==> src/hdl/lqh_pkg.sv <==
// Shared types and constants of the link quality hysteresis block.
package lqh_pkg;

    localparam int INDEX_W       = 6;
    localparam int LINKS_DEFAULT = 64;
    localparam int Q_W           = 17;
    localparam int SEQ_W         = 16;
    localparam int TIME_W        = 32;
    localparam int VERDICT_W     = 2;

    // Command queue between front and back
    localparam int QDEPTH = 2;
    localparam int QPTR_W = (QDEPTH > 1) ? $clog2(QDEPTH) : 1;
    localparam int QCNT_W = $clog2(QDEPTH + 1);

    // Configuration port
    localparam int CFG_INDEX_W = 2;
    localparam int CFG_DATA_W  = 32;

    localparam logic [CFG_INDEX_W-1:0] REG_SCALING        = 2'd0;
    localparam logic [CFG_INDEX_W-1:0] REG_THRESHOLD_HIGH = 2'd1;
    localparam logic [CFG_INDEX_W-1:0] REG_THRESHOLD_LOW  = 2'd2;
    localparam logic [CFG_INDEX_W-1:0] REG_HOLD_TIME      = 2'd3;

    localparam logic [Q_W-1:0]    SCALING_RESET        = 17'd32768;
    localparam logic [Q_W-1:0]    THRESHOLD_HIGH_RESET = 17'd52429;
    localparam logic [Q_W-1:0]    THRESHOLD_LOW_RESET  = 17'd19661;
    localparam logic [TIME_W-1:0] HOLD_TIME_RESET      = 32'd6000;

    localparam logic [Q_W-1:0]    ONE_Q16         = 17'h10000;
    localparam logic [Q_W-1:0]    HALF_Q16        = 17'h08000;
    localparam logic [TIME_W-1:0] LOST_BACKOFF_MS = 32'd1000;

    localparam logic [VERDICT_W-1:0] VERDICT_ABOVE = 2'd0;
    localparam logic [VERDICT_W-1:0] VERDICT_BAND  = 2'd1;
    localparam logic [VERDICT_W-1:0] VERDICT_BELOW = 2'd2;

    typedef enum logic [1:0] {
        OP_NONE,
        OP_PACKET,
        OP_EVAL
    } op_t;

    typedef struct packed {
        op_t                op;
        logic [INDEX_W-1:0] link_index;
        logic [SEQ_W-1:0]   seq;
        logic [TIME_W-1:0]  now_ms;
        logic [TIME_W-1:0]  expiry_ms;
    } cmd_t;

endpackage

==> src/hdl/lqh_queue.sv <==
// Short command queue between the front and back ends.
module lqh_queue (
    input  logic          clk,
    input  logic          rst_n,
    input  logic          push,
    input  lqh_pkg::cmd_t push_data,
    output logic          full,
    input  logic          pop,
    output lqh_pkg::cmd_t head,
    output logic          empty
);

    lqh_pkg::cmd_t                    slot_reg [lqh_pkg::QDEPTH];
    logic [lqh_pkg::QPTR_W-1:0]       wr_ptr_reg;
    logic [lqh_pkg::QPTR_W-1:0]       wr_ptr_next;
    logic [lqh_pkg::QPTR_W-1:0]       rd_ptr_reg;
    logic [lqh_pkg::QPTR_W-1:0]       rd_ptr_next;
    logic [lqh_pkg::QCNT_W-1:0]       count_reg;
    logic [lqh_pkg::QCNT_W-1:0]       count_next;

    assign full  = count_reg == lqh_pkg::QCNT_W'(lqh_pkg::QDEPTH);
    assign empty = count_reg == '0;
    assign head  = slot_reg[rd_ptr_reg];

    always_comb
    begin
        wr_ptr_next = wr_ptr_reg;
        rd_ptr_next = rd_ptr_reg;
        count_next  = count_reg;
        if (push)
        begin
            wr_ptr_next = (wr_ptr_reg == lqh_pkg::QPTR_W'(lqh_pkg::QDEPTH - 1)) ?
                          '0 : wr_ptr_reg + lqh_pkg::QPTR_W'(1);
        end
        if (pop)
        begin
            rd_ptr_next = (rd_ptr_reg == lqh_pkg::QPTR_W'(lqh_pkg::QDEPTH - 1)) ?
                          '0 : rd_ptr_reg + lqh_pkg::QPTR_W'(1);
        end
        if (push && !pop)
        begin
            count_next = count_reg + lqh_pkg::QCNT_W'(1);
        end
        else if (pop && !push)
        begin
            count_next = count_reg - lqh_pkg::QCNT_W'(1);
        end
    end

    always_ff @(posedge clk or negedge rst_n)
    begin
        if (!rst_n)
        begin
            wr_ptr_reg <= '0;
            rd_ptr_reg <= '0;
            count_reg  <= '0;
        end
        else
        begin
            wr_ptr_reg <= wr_ptr_next;
            rd_ptr_reg <= rd_ptr_next;
            count_reg  <= count_next;
        end
    end

    always_ff @(posedge clk)
    begin
        if (push)
        begin
            slot_reg[wr_ptr_reg] <= push_data;
        end
    end

endmodule

==> config.mk <==
export PLATFORM = sky130hd
export DESIGN_NAME = lqh_queue
export DESIGN_NICKNAME = d
export VERILOG_FILES = /design/src/hdl/lqh_pkg.sv /design/src/hdl/lqh_queue.sv
export SDC_FILE = /design/constraint.sdc
export NUM_CORES = 1
export LEC_CHECK = 0
export BUFFER_PORTS_ARGS = -buffer_cell sky130_fd_sc_hd__buf_2
export CAP_MARGIN = 20
export CORE_MARGIN = 3
export CORE_UTILIZATION = 40
export DETAILED_ROUTE_END_ITERATION = 7
export PLACE_DENSITY = 0.64
export SLEW_MARGIN = 20
export SYNTH_ARGS = -nofsm -noshare
export SYNTH_HDL_FRONTEND = slang
export SYNTH_SLANG_ARGS = --single-unit
==> constraint.sdc <==
create_clock -name clk -period 6.3 [get_ports clk]
set_input_delay 0.315 -clock clk [delete_from_list [all_inputs] [get_ports clk]]
set_output_delay 0.315 -clock clk [all_outputs]
set_load 0.02 [all_outputs]
==> key figures <==
Clocking
  – Cts hold-fix bufs: 1
  – Quantity of gates resized following cts: 0
  – CTS clk-pin slew, worst paths: 0.06 ns
  – Setup bufs post-CTS: 0
  – Clock latency on the worst-skew pair: 0.41 ns
  – Root Buffer: clkbuf_16
  – H-tree Lvls: 4
  – CTS Buffer Depth: 2
  – TritonCTS Buffers: 17
  – CTS tree: built
  – CTS Sinks: 180

Finish
  – Final #Nets: 578
  – Fill count: 1358
  – Multi-input logic area: 0.00112 mm²
  – Ratio of cells with drive above 1 in the final layout: 60.4%
  – Area grow syn2layout: 26.0%
  – Register area: 0.00539 mm²
  – Layout Utilization: 51.7%
  – N_diodes: 0
  – Non-filler cells, final: 714
  – Max reg flops: 176

Floorplanning
  – Die ar.: 0.0180 mm²
  – Initial Util: 41.1%
  – FP Rows: 46
  – Core area: 0.0160 mm²
  – I/O pin count: 182
  – Die W: 134 µm
  – Die H: 134 µm

Setup path
  – Slowest-stage cell, CP: dfrtp_4
  – WS Path Type: reg -> out
  – WP data arrival: 2.54 ns
  – Largest stage delay on the critical path: 0.75 ns
  – Worst-path fanout max: between 50 and 60
  – Crit. End Element: output port
  – CP required: 5.98 ns
  – CP Launch Type: register
  – CP cell instances: buf_4, mux2_2, buf_2

Place
  – Dpl cells: 680
  – IO buf count: around 180
  – Detailed Place HPWL: approximately 7600 µm
  – RD Place Congestion: 0.680
  – Pre-CTS setup slack: between 3 and 4 ns

STA
  – Setup TNS: 0 ns
  – Worst Skew: 0.00880 ns
  – Crit path time final: 2.85 ns
  – Worst Setup Slack, final: 3.45 ns
  – RSZ-0062 raised after global routing: false
  – Final worst path period share: 45.3%
  – Fmax: 350 MHz
  – Worst Max-Slew Pin Slew: about 0.82 ns
  – Finish-stage setup viols: 0
  – Final hold viol count: 0
  – Worst slew margin: around 46%
  – Slew Viols, Final: 0

Global routing
  – Initial antenna violation count: 0
  – First-pass GRT wire length: 18100 µm
  – Largest net degree at the start of global routing: 59
  – Global Route Usage Sum: 13.2%
  – Overflow after GRT: 0
  – Vias in the first global route: approximately 3500

Synth
  – Synth Cell Area: 0.00657 mm²
  – Syn. warnings: 0
  – Mapped Avg Cell Area: approximately 23 µm²
  – Synth top area share: 80.5%
  – Post-Syn Instances: 290
  – Cell variety after synth: 13
  – Sequential share of the synthesized area: 82.0%
  – #FFs+latches synth: 180
  – Yosys top cell by area: edfxtp_1
  – Dominant cells by area after synthesis: edfxtp_1 (80%), mux2_2 (13%), mux2_4 (2.3%), dfrtp_1 (1.5%), buf_2 (0.53%)
  – Synthesized Nets: 383

Outcome
  – Status: complete, no violations

Route
  – DRC Markers: 0
  – Routed WL per cell: 16.6 µm
  – Routed vias/inst: about 4.6
  – Vias: 3307
  – WL final: ~12000 µm
  – Drt first pass iters: 4
  – Antenna-violating nets left: 0
  – Initial DRC Count: 177

Power and ir drop
  – Max IR drop VDD: about 180 µV
  – Final Power: 3820 µW
  – Power Density: 461 mW/mm²
  – Pleak: approximately 0.0031 µW

Job
  – Max Cap Viol: 0

Hold path
  – Tightest Hold Check Type: in -> reg
## power breakdown
part	switching, µW	internal [µW]	total [µW]
registers	98.3	1590	1690
logic	698	485	1180
clock network	403	540	944
total	1200	2620	3820
## cell usage after synthesis
cell type  instances
and2_1             1
buf_2              7
buf_6              3
dfrtp_1            4
edfxtp_1         176
ha_1               1
inv_1              1
mux2_2            78
mux2_4            10
nor2_1             2
nor2b_1            2
xnor2_1            1
xor2_1             4
## layout make-up
| type | count | share of cell area [%] |
|---|---|---|
| clock inverters | 10 | 1.03 |
| repair buffers | 186 | 11.7 |
| flip-flops and latches | 180 | 65.1 |
| inverters | 1 | 0.0453 |
| well taps | 216 | 3.26 |
| multi-input cells | 99 | 13.5 |
| clock buffers | 22 | 5.36 |
## stage by stage
stage / hold WS, ns / cell area [µm²]
2_1_floorplan: 0.0194 / 6570
3_3_place_gp: 0.128 / 7710
3_5_place_dp: 0.131 / 7710
4_1_cts: 0.0673 / 8250
5_1_grt: 0.0633 / 8280
6_report: 0.0858 / 8280
## cell families (layout without fill, tap and decap cells)
kind of cell	Yosys count	in the layout	synth area share (%)
DFF	180	180	82.0
muxes	88	88	15.7
buffers and inverters	11	219	1.10
xor gates and xnor gates	5	5	0.667
and+or+nand+nor	5	5	0.400
adders and majority gates	1	1	0.190
## routing by layer
metal	routed length [µm]	track usage, %	vias to the layer above	share of wire [%]
met5	0	0	-	0
met4	135	3.39	0	1.1
met3	949	6.11	15	8.0
met2	5770	22.2	125	49
met1	4970	15.4	1630	42
li1	-	-	1537	-
## worst max-delay path, delay by kind of cell, from the launching register on
kind	cells	cell delay, ns
buffers and inverters	2	0.89
flip-flops	1	0.75
multiplexers	1	0.43
## cell usage in the layout, fill, tap and decap left out, types with 2 or more instances in the layout
cell type	n
clkbuf_1	5
xor2_1	4
mux2_2	78
dfrtp_1	3
mux2_4	10
clkinv_2	3
clkinv_1	2
buf_2	181
buf_4	3
edfxtp_1	176
clkbuf_16	17
clkinvlp_4	2
clkinv_4	2
nor2_1	2
## worst paths after layout
path,startpoint,end,slack [ns],cells past startpoint
hold reg to reg,count_reg[1]$_DFFE_PN0P_,count_reg[1]$_DFFE_PN0P_,0.49,1
max in group asynchronous,rst_n,rd_ptr_reg$_DFFE_PN0P_,5.89,2
hold / removal,push_data[59],slot_reg[1][59]$_DFFE_PP_,0.09,1
setup / recovery,rd_ptr_reg$_DFFE_PN0P_,head[64],3.45,3
setup reg to reg,wr_ptr_reg$_DFFE_PN0P_,slot_reg[1][24]$_DFFE_PP_,4.26,2
min in group asynchronous,rst_n,count_reg[0]$_DFFE_PN0P_,0.26,2
No activity file was read; power rests on OpenSTA's default activity.
